$ cat config.mk
export PLATFORM = sky130hd
export DESIGN_NAME = abc_cell
export DESIGN_NICKNAME = d
export VERILOG_FILES = /design/src/rtl/allocation_bounds_checker_core_macros.svh /design/src/rtl/abc_pkg.sv /design/src/rtl/abc_cell.sv
export SDC_FILE = /design/constraint.sdc
export NUM_CORES = 1
export LEC_CHECK = 0
export ABC_AREA = 0
export BUFFER_PORTS_ARGS = -buffer_cell sky130_fd_sc_hd__buf_4
export CAP_MARGIN = 20
export CORE_AREA = 2 2 361 363
export DETAILED_ROUTE_END_ITERATION = 16
export DIE_AREA = 0 0 363 365
export SLEW_MARGIN = 20
export SYNTH_ARGS = -nofsm -noshare
export SYNTH_HDL_FRONTEND = slang
export SYNTH_SLANG_ARGS = --single-unit
$ cat constraint.sdc
create_clock -name clk -period 5.42 [get_ports clk]
set_clock_uncertainty 0.2 [all_clocks]
set_input_delay 1.084 -clock clk [delete_from_list [all_inputs] [get_ports clk]]
set_output_delay 1.084 -clock clk [all_outputs]
set_load 0.02 [all_outputs]
$ cat src/rtl/allocation_bounds_checker_core_macros.svh
// Assertion macros for the allocation bounds checker core.
// Used by the top level only; expects clk and arst_n in scope.
`ifndef ALLOCATION_BOUNDS_CHECKER_CORE_MACROS_SVH
`define ALLOCATION_BOUNDS_CHECKER_CORE_MACROS_SVH

// Same-cycle implication, disabled while reset is asserted.
`define ABC_ASSERT_NOW(label, ante, cons) \
	label: assert property (@(posedge clk) disable iff (!arst_n) (ante) |-> (cons)) \
		else $error("bounds checker assertion failed");

// Next-cycle implication, disabled while reset is asserted.
`define ABC_ASSERT_NEXT(label, ante, cons) \
	label: assert property (@(posedge clk) disable iff (!arst_n) (ante) |=> (cons)) \
		else $error("bounds checker assertion failed");

`endif

$ cat src/rtl/abc_pkg.sv
// Shared types and codes for the allocation bounds checker core.
// No dependencies; imported by abc_cell and the top level.
package abc_pkg;

	// Default number of table entries.
	localparam int DEPTH_DEFAULT = 32;

	// Opcodes.
	localparam logic [2:0] OP_REGISTER = 3'd0;
	localparam logic [2:0] OP_RELEASE  = 3'd1;
	localparam logic [2:0] OP_CHECK    = 3'd2;
	localparam logic [2:0] OP_RANGE    = 3'd3;
	localparam logic [2:0] OP_CLEAR    = 3'd4;

	// Status codes.
	localparam logic [1:0] ST_OK      = 2'd0;
	localparam logic [1:0] ST_INVALID = 2'd1;
	localparam logic [1:0] ST_RANGE   = 2'd2;
	localparam logic [1:0] ST_FULL    = 2'd3;

	// Lookup packet that walks the cell chain, one cell per cycle.
	typedef struct packed {
		logic        valid;
		logic [2:0]  op;
		logic [63:0] address;
		logic        found;
		logic        shift;
		logic [63:0] rbase;
		logic [63:0] rsize;
		logic [63:0] offset;
	} pkt_t;

	// Broadcast write of a new region; the cell at the fill index takes it.
	typedef struct packed {
		logic        en;
		logic [63:0] base;
		logic [63:0] size;
	} wr_t;

endpackage

$ cat src/rtl/abc_cell.sv
// One table entry of the bounds checker chain and its lookup stage.
// Depends on abc_pkg for the packet and write types.
module abc_cell
	import abc_pkg::*;
#(
	parameter int DEPTH = DEPTH_DEFAULT,
	parameter int INDEX = 0,
	localparam int CW = $clog2(DEPTH + 1)
) (
	input  logic          clk,
	input  logic          arst_n,
	input  logic [CW-1:0] count_in,
	input  wr_t           wr,
	input  pkt_t          pkt_in,
	input  logic [63:0]   next_base,
	input  logic [63:0]   next_size,
	output pkt_t          pkt_out,
	output logic [63:0]   base,
	output logic [63:0]   size
);

	logic [63:0] base_q;
	logic [63:0] size_q;
	pkt_t        pkt_q;
	pkt_t        pkt_d;
	logic        occupied;
	logic [63:0] diff;
	logic        contains;
	logic        hit;
	logic        is_check;

	assign occupied = CW'(INDEX) < count_in;
	assign diff     = pkt_in.address - base_q;
	assign contains = (pkt_in.address >= base_q) && (diff < size_q);
	assign is_check = (pkt_in.op == OP_CHECK) || (pkt_in.op == OP_RANGE);

	// A cell matches only if no earlier cell has.
	always_comb begin
		hit = 1'b0;
		if (occupied && !pkt_in.found) begin
			if (is_check) begin
				hit = contains;
			end else if (pkt_in.op == OP_RELEASE) begin
				hit = (base_q == pkt_in.address);
			end
		end
	end

	// Stage logic: a hit captures the entry and, for a release, starts the shift.
	always_comb begin
		pkt_d = pkt_in;
		if (hit) begin
			pkt_d.found  = 1'b1;
			pkt_d.rbase  = base_q;
			pkt_d.rsize  = size_q;
			pkt_d.offset = diff;
			pkt_d.shift  = (pkt_in.op == OP_RELEASE);
		end
	end

	// Packet register toward the next cell.
	always_ff @(posedge clk or negedge arst_n) begin
		if (!arst_n) begin
			pkt_q <= '0;
		end else begin
			pkt_q <= pkt_d;
		end
	end

	// Entry storage: a new region lands at the fill index, and once a
	// shifting release beat has passed, the entry takes its neighbor's.
	always_ff @(posedge clk) begin
		if (wr.en && (count_in == CW'(INDEX))) begin
			base_q <= wr.base;
			size_q <= wr.size;
		end else if (pkt_q.valid && pkt_q.shift) begin
			base_q <= next_base;
			size_q <= next_size;
		end
	end

	assign pkt_out = pkt_q;
	assign base    = base_q;
	assign size    = size_q;

endmodule

==> flow_summary.ini, run 1 <==
[clock_network]
clk_latency_ns = 0.64
cts_tree = yes
htreeDepth = 2
clockRootBuffer = clkbuf_16
clockBufferDepth = 3
path_clk_slew_ns = 0.06
cts.sinks = 390
cts_buffers = 50

[min_path]
min_path_type = primary input to asynchronous set/reset pin

[route]
final_antenna_net_count = 0
drc = 0
first_pass_iters = 5
drtIter0Drc = 1090
viasPerCell = 4.03
wirelength_mm = 115
via_count = 19311
wl_per_cell_um = 24.0

[outcome]
status = finished, violations left
violations = setup timing

[timing]
setup_tns_ns = -42.20
hold_viol = 0
worst_slack_ns = -0.303
max-slew-margin-rel_pct = 39.9
fin_crit_sh_pct = 106
rsz0062_at_grt = yes
setup_viol = 193
slew_viol_final = 0
clock.fmax_mhz = 175
period_needed_ns = 5.72
worst_pin_slew_ns = 0.895

[critical_path]
worst_ep_required_time_ns = 5.74
worstPathArrival_ns = 6.04
reg2regPathDepth = 23
end_kind = flip-flop
rrSetupSlack_ns = -0.23
r2r-start = base[1]
critPathMaxFanout = 17
cp-start-kind = primary input
r2r_end = pkt_out[12]
criticalPathCategory = primary input to flip-flop

[synth]
synthAdderAreaFrac_pct = 7.82
ys_types = 65
yosys.area_share.simple_pct = 6.76
synth_top_family_by_area = multiplexers
synth-compound-area-share_pct = 8.90
synth_largest_area_cell = dfrtp_1
syn_nets = 2357
avgSynthCellArea_um2 = 12.1
synthXorXnorAreaFrac_pct = 2.43
async_flop_share_pct = 67.2
ys_ff_latch = 390
synth_mux_area_share_pct = 18.8
seq_area_frac_synth_pct = 50.6
yosysWarnings = 0
synth_top_area_share_pct = 31.9
syn_area_um2 = 20600
synth_flop_cell = dfrtp_1
synth_cells = 1702
yosysMostFrequentCell = dfrtp_1
synth_edf_count = 128
netlist_top_cells_count = dfrtp_1 (262), mux2_2 (228), inv_1 (154)
synthTopCellsByArea = dfrtp_1 (32%), edfxtp_1 (19%), mux2_2 (12%)

[power]
total_power_uw = 9570
ir_worst_vdd_mv = 0.203
p_per_area_nw_per_um2 = 266
leakage_uw = 0.0172

[die]
start_util_pct = 16.0
ios = 917
coreArea_um2 = 129000
die_area_um2 = 132000
die_h_um = 365
row_count = 132
die_w_um = 363

[finish]
drive_gt1_share_pct = 61.1
finalNetCount = 3722
layout.cells.non_filler = 4794
area_delta_synth_final_pct = 74.6

[global_routing]
grt_max_degree = 106
grt.overflow.total = 0
grt_antenna_before_repair = 39
grt_pass1_wl_mm = 152
grt_pass1_vias = 20064
grt.total_usage_pct = 16.4

[place]
place_hpwl_mm = 94.7
numPortBuffers = 916
pre_cts_slack_ns = -1.81
place_inst = 4649
gp_congestion = 0.886

[job]
cap_violations = 0
==> final cells by class <==
type | instances | area (µm²)
fill | 13369 | 92700
timing repair buffer | 1387 | 11100
sequential | 390 | 10400
multi-input combinational | 1084 | 10200
tap | 1675 | 2100
clock buffer | 66 | 1420
inverter | 154 | 581
clock inverter | 27 | 184
antenna | 11 | 27.5
==> power breakdown <==
part | switching [µW] | internal [µW]
clock network | 1440 | 1850
registers | 118 | 3260
logic | 1440 | 1450
==> registers in the layout, summed over array words and instances (netlist names) <==
register	cells
pkt_out	262
base	64
size	64
==> metrics by stage <==
step                      utilization (%)  hold slack [ns]  area, µm²
after detailed placement             25.5            0.333      32800
after global routing                 27.9            0.325      35900
final                                27.9            0.336      35900
after global placement               25.5            0.325      32800
after CTS                            27.2            0.305      35100
after floorplan                         -            0.447      20800
==> placed cells by master (no fill, tap or decap), types with 8 or more instances in the layout <==
cell type / count
o21a_1: 13
buf_6: 16
ha_4: 13
buf_12: 15
a21o_1: 23
a211oi_1: 9
o21bai_1: 13
ha_1: 111
clkbuf_16: 63
a21oi_2: 17
o21ai_0: 41
nor3_1: 20
buf_8: 13
mux2_2: 186
xnor2_1: 27
inv_1: 151
dfrtp_1: 262
o211ai_1: 9
buf_4: 1327
nor4_1: 8
nand4_1: 31
nand2b_1: 10
clkbuf_1: 9
nand2_1: 85
edfxtp_1: 128
nor2_1: 56
a211oi_2: 8
clkinv_2: 11
nand3_1: 19
diode_2: 11
xor2_1: 21
a21oi_1: 87
mux2_4: 127
==> kinds of logic (layout without fill, tap and decap cells) <==
kind of cell,after synthesis,in the layout
AOI/OAI and AO/OA,294,294
xor gates and xnor gates,57,57
adders and majority gates,128,128
buffers and inverters,228,1634
DFF,390,390
muxes,317,317
other,0,11
and+or+nand+nor,288,288
==> critical path, cell delays in order <==
cell and delay [ns]:
buf_8 0.10, ha_4 0.27, nand2b_4 0.06, a211o_4 0.37, a31o_4 0.27, a2111oi_4 0.33
buf_4 0.20, nor2_1 0.06, xnor2_1 0.72, ha_1 0.39, nand4_1 0.12, nor2_1 0.06
o21ai_2 0.07, a21oi_4 0.08, o41ai_4 0.41, buf_12 0.16, a2111oi_4 0.07, buf_4 0.14
buf_6 0.11, nor2_4 0.13, buf_12 0.23, clkbuf_16 0.19, mux2_2 0.33
==> what timing repair did <==
| item | CTS | global route |
|---|---|---|
| resized for setup | 80 | 135 |
| pin swaps | 16 | 43 |
| setup buffers | 15 | 18 |
| hold buffers | 0 | 0 |
| cloned | 6 | 10 |
| setup endpoints to repair | 194 | 194 |
==> how the worst max path moves through the flow <==
stage	startpoint	endpoint	slack (ns)	cells after the start
after global placement	pkt_in[194]	pkt_out[84]	-1.73	27
after CTS	pkt_in[194]	pkt_out[176]	-0.42	27
after floorplan	pkt_in[208]	pkt_out[108]	-0.09	23
final	pkt_in[195]	pkt_out[12]	-0.30	23
after global routing	pkt_in[195]	pkt_out[147]	-0.49	25
after detailed placement	pkt_in[194]	pkt_out[69]	-1.81	27
==> per-layer routing <==
layer | part of all wire (%) | global-route usage [%] | up-vias
li1 | - | - | 8864
met1 | 42 | 20.5 | 9466
met2 | 48 | 27.3 | 785
met3 | 6.9 | 4.22 | 160
met4 | 2.5 | 5.71 | 36
met5 | 0.19 | 0 | -
Note: power is estimated with default switching activity, not from simulation.
==> run 2: changes to the inputs <==
--- a/config.mk
+++ b/config.mk
@@ -8,9 +8,13 @@
 export ABC_AREA = 0
 export BUFFER_PORTS_ARGS = -buffer_cell sky130_fd_sc_hd__buf_4
 export CAP_MARGIN = 20
-export CORE_AREA = 2 2 361 363
+export CELL_PAD_IN_SITES_DETAIL_PLACEMENT = 1
+export CELL_PAD_IN_SITES_GLOBAL_PLACEMENT = 2
+export CORE_AREA = 2 2 360 362
 export DETAILED_ROUTE_END_ITERATION = 16
-export DIE_AREA = 0 0 363 365
+export DIE_AREA = 0 0 362 364
+export GPL_ROUTABILITY_DRIVEN = 0
+export PLACE_DENSITY_LB_ADDON = 0.1
 export SLEW_MARGIN = 20
 export SYNTH_ARGS = -nofsm -noshare
 export SYNTH_HDL_FRONTEND = slang
==> flow_summary.ini, run 2 (synthesis results as in run 1) <==
[finish]
largest_reg_flops = 262
area_delta_synth_final_pct = 80.1
layout.cells.non_filler = 4856
drive_gt1_share_pct = 62.5
final_cell_mix = buf_4 (1375), dfrtp_1 (262), mux2_2 (169)
postLayoutCoreUtil_pct = 28.9
final_common_cell = buf_4
finalNetCount = 3781

[critical_path]
rrSetupSlack_ns = -0.36
critPathMaxFanout = 5
criticalPathCategory = primary input to flip-flop
worstPathArrival_ns = 6.19
path_buf_inv = 8
cp-start-kind = primary input
cpMostUsedCell = buf_4
end_kind = flip-flop
slowest_stage = a2111oi_4
critPathTopFamily = compound AO/OA/AOI/OAI gates
cpPeakStageDelay_ns = 0.46
worst_ep_required_time_ns = 5.74

[global_routing]
grt_busiest_layer = met2
grt.total_usage_pct = 17.3
grt_antenna_before_repair = 24
grt_max_degree = 88
met3_usage_pct = 5.04
grt_pass1_wl_mm = 163
grt.overflow.total = 0
grtUsageMet1_pct = 19.9
grt_pass1_vias = 22026
grtUsageMet2_pct = 31.2

[die]
die_area_um2 = 132000
row_count = 132
start_util_pct = 16.0
coreArea_um2 = 128000
die_h_um = 364
ios = 917
die_w_um = 362

[power]
p_sw_share_pct = 30.2
p_int_uw = 7050
p_switching_uw = 3060
clkPwrFrac_pct = 36.7
leakage_uw = 0.0177
power_frac_comb_pct = 30.0
ir_worst_vdd_mv = 0.208
seq_power_share_pct = 33.3
total_power_uw = 10100
p_per_area_nw_per_um2 = 273

[route]
final_antenna_net_count = 0
first_pass_iters = 4
via_count = 19104
drc = 0
drtIter0Drc = 624
wl_per_cell_um = 24.3
viasPerCell = 3.93
wirelength_mm = 118

[clock_network]
clockBufferDepth = 3
path_clk_slew_ns = 0.06
htreeDepth = 2
clockRootBuffer = clkbuf_16
cts_tree = yes
clk_latency_ns = 0.65
cts.sinks = 390
cts_buffers = 52

[timing]
setup_tns_ns = -65.57
hold_viol = 0
setup_viol = 194
worst_pin_slew_ns = 0.920
period_needed_ns = 5.87
slew_viol_final = 0
clock.fmax_mhz = 170
rsz0062_at_grt = yes
worst_slack_ns = -0.446
fin_crit_sh_pct = 108
max-slew-margin-rel_pct = 38.2

[outcome]
violations = setup timing
status = finished, violations left

[place]
place_hpwl_mm = 93.0
place_inst = 4686
pre_cts_slack_ns = -2.02
numPortBuffers = 916

[min_path]
min_path_type = primary input to asynchronous set/reset pin

[job]
cap_violations = 0
[run 2: stage by stage]
| step | cell area (µm²) | hold slack, ns |
|---|---|---|
| floorplan | 20800 | 0.447 |
| global placement | 33000 | 0.335 |
| detailed placement | 33000 | 0.355 |
| CTS | 36800 | 0.299 |
| global route | 37000 | 0.309 |
| finish | 37000 | 0.291 |
[run 2: final timing paths]
kind | from | cells after the start | to
max in group asynchronous | arst_n | 2 | pkt_out[163]
worst max-delay path | pkt_in[196] | 26 | pkt_out[180]
worst max register to register | base[4] | 26 | pkt_out[180]
worst min-delay path | arst_n | 1 | pkt_out[158]
worst min register to register | base[61] | 1 | pkt_out[189]
min in group clk | pkt_in[261] | 1 | pkt_out[261]
[run 2: cell type report]
type / count / area, µm²
Clock buffer: 73 / 1480
Tap cell: 1675 / 2100
Clock inverter: 25 / 348
Inverter: 154 / 581
Timing Repair Buffer: 1444 / 11700
Antenna cell: 11 / 27.5
Fill cell: 14378 / 91300
Multi-Input combinational cell: 1084 / 10400
Sequential cell: 390 / 10400
[run 2: power groups by stage]
stage               Sequential (µW)  Clock (µW)  Combinational (µW)
global placement               3420           0                2750
CTS                            3370        3860                3060
global route                   3390        3980                3290
detailed placement             3430           0                2770
finish                         3370        3710                3040
floorplan                      3630           0                 897
[run 2: what timing repair did]
action / 4_1_cts / 5_1_grt
cloned: 19 / 4
pin swaps: 44 / 27
hold buffers: 0 / 0
resized for setup: 219 / 55
endpoints found under the hold margin: 0 / 0
setup buffers: 36 / 13
endpoints found under the setup margin: 194 / 194
[run 2: layer usage]
layer  wire length, µm  part of all wire (%)  up-vias
li1                  -                     -     8965
met1             46700                    40     9432
met2             60600                    51      564
met3              8280                   7.0      119
met4              2130                   1.8       24
met5               130                  0.11        -
==> run 3: changes to the inputs <==
--- a/config.mk
+++ b/config.mk
@@ -15,6 +15,7 @@
 export DIE_AREA = 0 0 362 364
 export GPL_ROUTABILITY_DRIVEN = 0
 export PLACE_DENSITY_LB_ADDON = 0.1
+export REMOVE_ABC_BUFFERS = 1
 export SLEW_MARGIN = 20
 export SYNTH_ARGS = -nofsm -noshare
 export SYNTH_HDL_FRONTEND = slang
==> flow_summary.ini, run 3 (synthesis results as in run 1) <==
[global_routing]
grt_pass1_vias = 21429
grt.overflow.total = 0
grt_max_degree = 94
grt_antenna_before_repair = 21
grt_pass1_wl_mm = 157
grt.total_usage_pct = 16.6

[clock_network]
cts_tree = yes
htreeDepth = 2
path_clk_slew_ns = 0.06
cts_buffers = 53
clockRootBuffer = clkbuf_16
clockBufferDepth = 3
clk_latency_ns = 0.64
cts.sinks = 390

[die]
row_count = 132
die_area_um2 = 132000
start_util_pct = 16.0
die_h_um = 364
die_w_um = 362
coreArea_um2 = 128000
ios = 917

[route]
first_pass_iters = 4
via_count = 18989
drc = 0
dr_wl_met2_mm = 59.6
wirelength_mm = 114
highest_layer = met5
drtIter0Drc = 664
viasPerCell = 3.95
wl_met1_mm = 45.3
final_antenna_net_count = 0
dr_wl_met3_mm = 7.12
wl_per_cell_um = 23.7

[power]
leakage_uw = 0.0170
p_per_area_nw_per_um2 = 278
ir_worst_vdd_mv = 0.225

[finish]
nFillCells = 14458
final_cell_mix = buf_4 (1352), dfrtp_1 (262), mux2_2 (219)
drive_gt1_share_pct = 60.9
final_common_cell = buf_4
area_delta_synth_final_pct = 73.9
postLayoutCoreUtil_pct = 27.9
fin_area_um2 = 35800
largest_reg_flops = 262
finalNetCount = 3740

[outcome]
violations = setup timing
status = finished, violations left

[critical_path]
r2r_end = pkt_out[26]
cpMostUsedCell = buf_4
cpPeakStageDelay_ns = 0.35
end_kind = flip-flop
path_buf_inv = 8
worst_ep_required_time_ns = 5.74
critPathMaxFanout = 8
reg2regPathDepth = 27
cp-start-kind = primary input
r2r-start = base[14]
slowest_stage = a211o_4
critPathTopFamily = compound AO/OA/AOI/OAI gates
rrSetupSlack_ns = -0.38
worstPathArrival_ns = 6.17
criticalPathCategory = primary input to flip-flop

[timing]
rsz0062_at_grt = yes
max-slew-margin-rel_pct = 43.7
worst_slack_ns = -0.423
slew_viol_final = 0
holdWs_ns = 0.179
setup_viol = 194
hold_viol = 0
clock.fmax_mhz = 171
setup_tns_ns = -67.28
fin_crit_sh_pct = 108
worst_pin_slew_ns = 0.842
period_needed_ns = 5.84

[place]
place_hpwl_mm = 95.1
pre_cts_slack_ns = -2.21
place_area_um2 = 32900
numPortBuffers = 916

[job]
cap_violations = 0

[min_path]
min_path_type = primary input to asynchronous set/reset pin
==> run 3: cell count changes in the layout (fill, tap and decap cells not counted), sizes merged <==
cell,change
bufbuf,-1
bufinv,-3
clkinv,+1
buf,-40
clkbuf,+2
diode,-2
==> run 3: area by class of cell <==
type                    count  area (µm²)  area share (%)
repair buffers           1402       11000            30.7
flip-flops and latches    390       10400            29.1
multi-input cells        1084        9810            27.4
well taps                1675        2100            5.86
clock buffers              76        1620            4.53
inverters                 154         578            1.62
clock inverters            23         264           0.738
diodes                      9        22.5          0.0630
==> run 3: power breakdown <==
part           total, µW  internal [µW]  switching (µW)
Sequential          3360           3260             105
Clock               3770           2270            1500
Combinational       2810           1420            1390
==> run 3: worst max path at each step <==
stage,start,end,depth (start not counted)
after floorplan,pkt_in[198],pkt_out[100],17
after global placement,pkt_in[194],pkt_out[78],27
after detailed placement,pkt_in[194],pkt_out[83],27
after CTS,pkt_in[194],pkt_out[27],29
after global routing,base[14],pkt_out[26],27
final,pkt_in[198],pkt_out[26],27
==> run 3: metrics by stage <==
step / power (µW) / std cells
floorplan: 4510 / 1628
global placement: 6120 / 4678
global route: 10500 / 4809
detailed placement: 6140 / 4678
CTS: 10100 / 4791
finish: 9950 / 4813
==> run 3: what timing repair did <==
item                       4_1_cts  5_1_grt
gates cloned                     2        3
hold buffers                     0        0
setup buffers                   16       13
setup endpoints to repair      194      194
resized for setup               76       79
pin swaps                       24       14
==> run 3: routing by layer <==
metal	vias to the layer above	track usage (%)
met5	-	0
met4	8	3.56
met3	102	4.34
met2	562	30.4
met1	9417	19.2
li1	8900	-
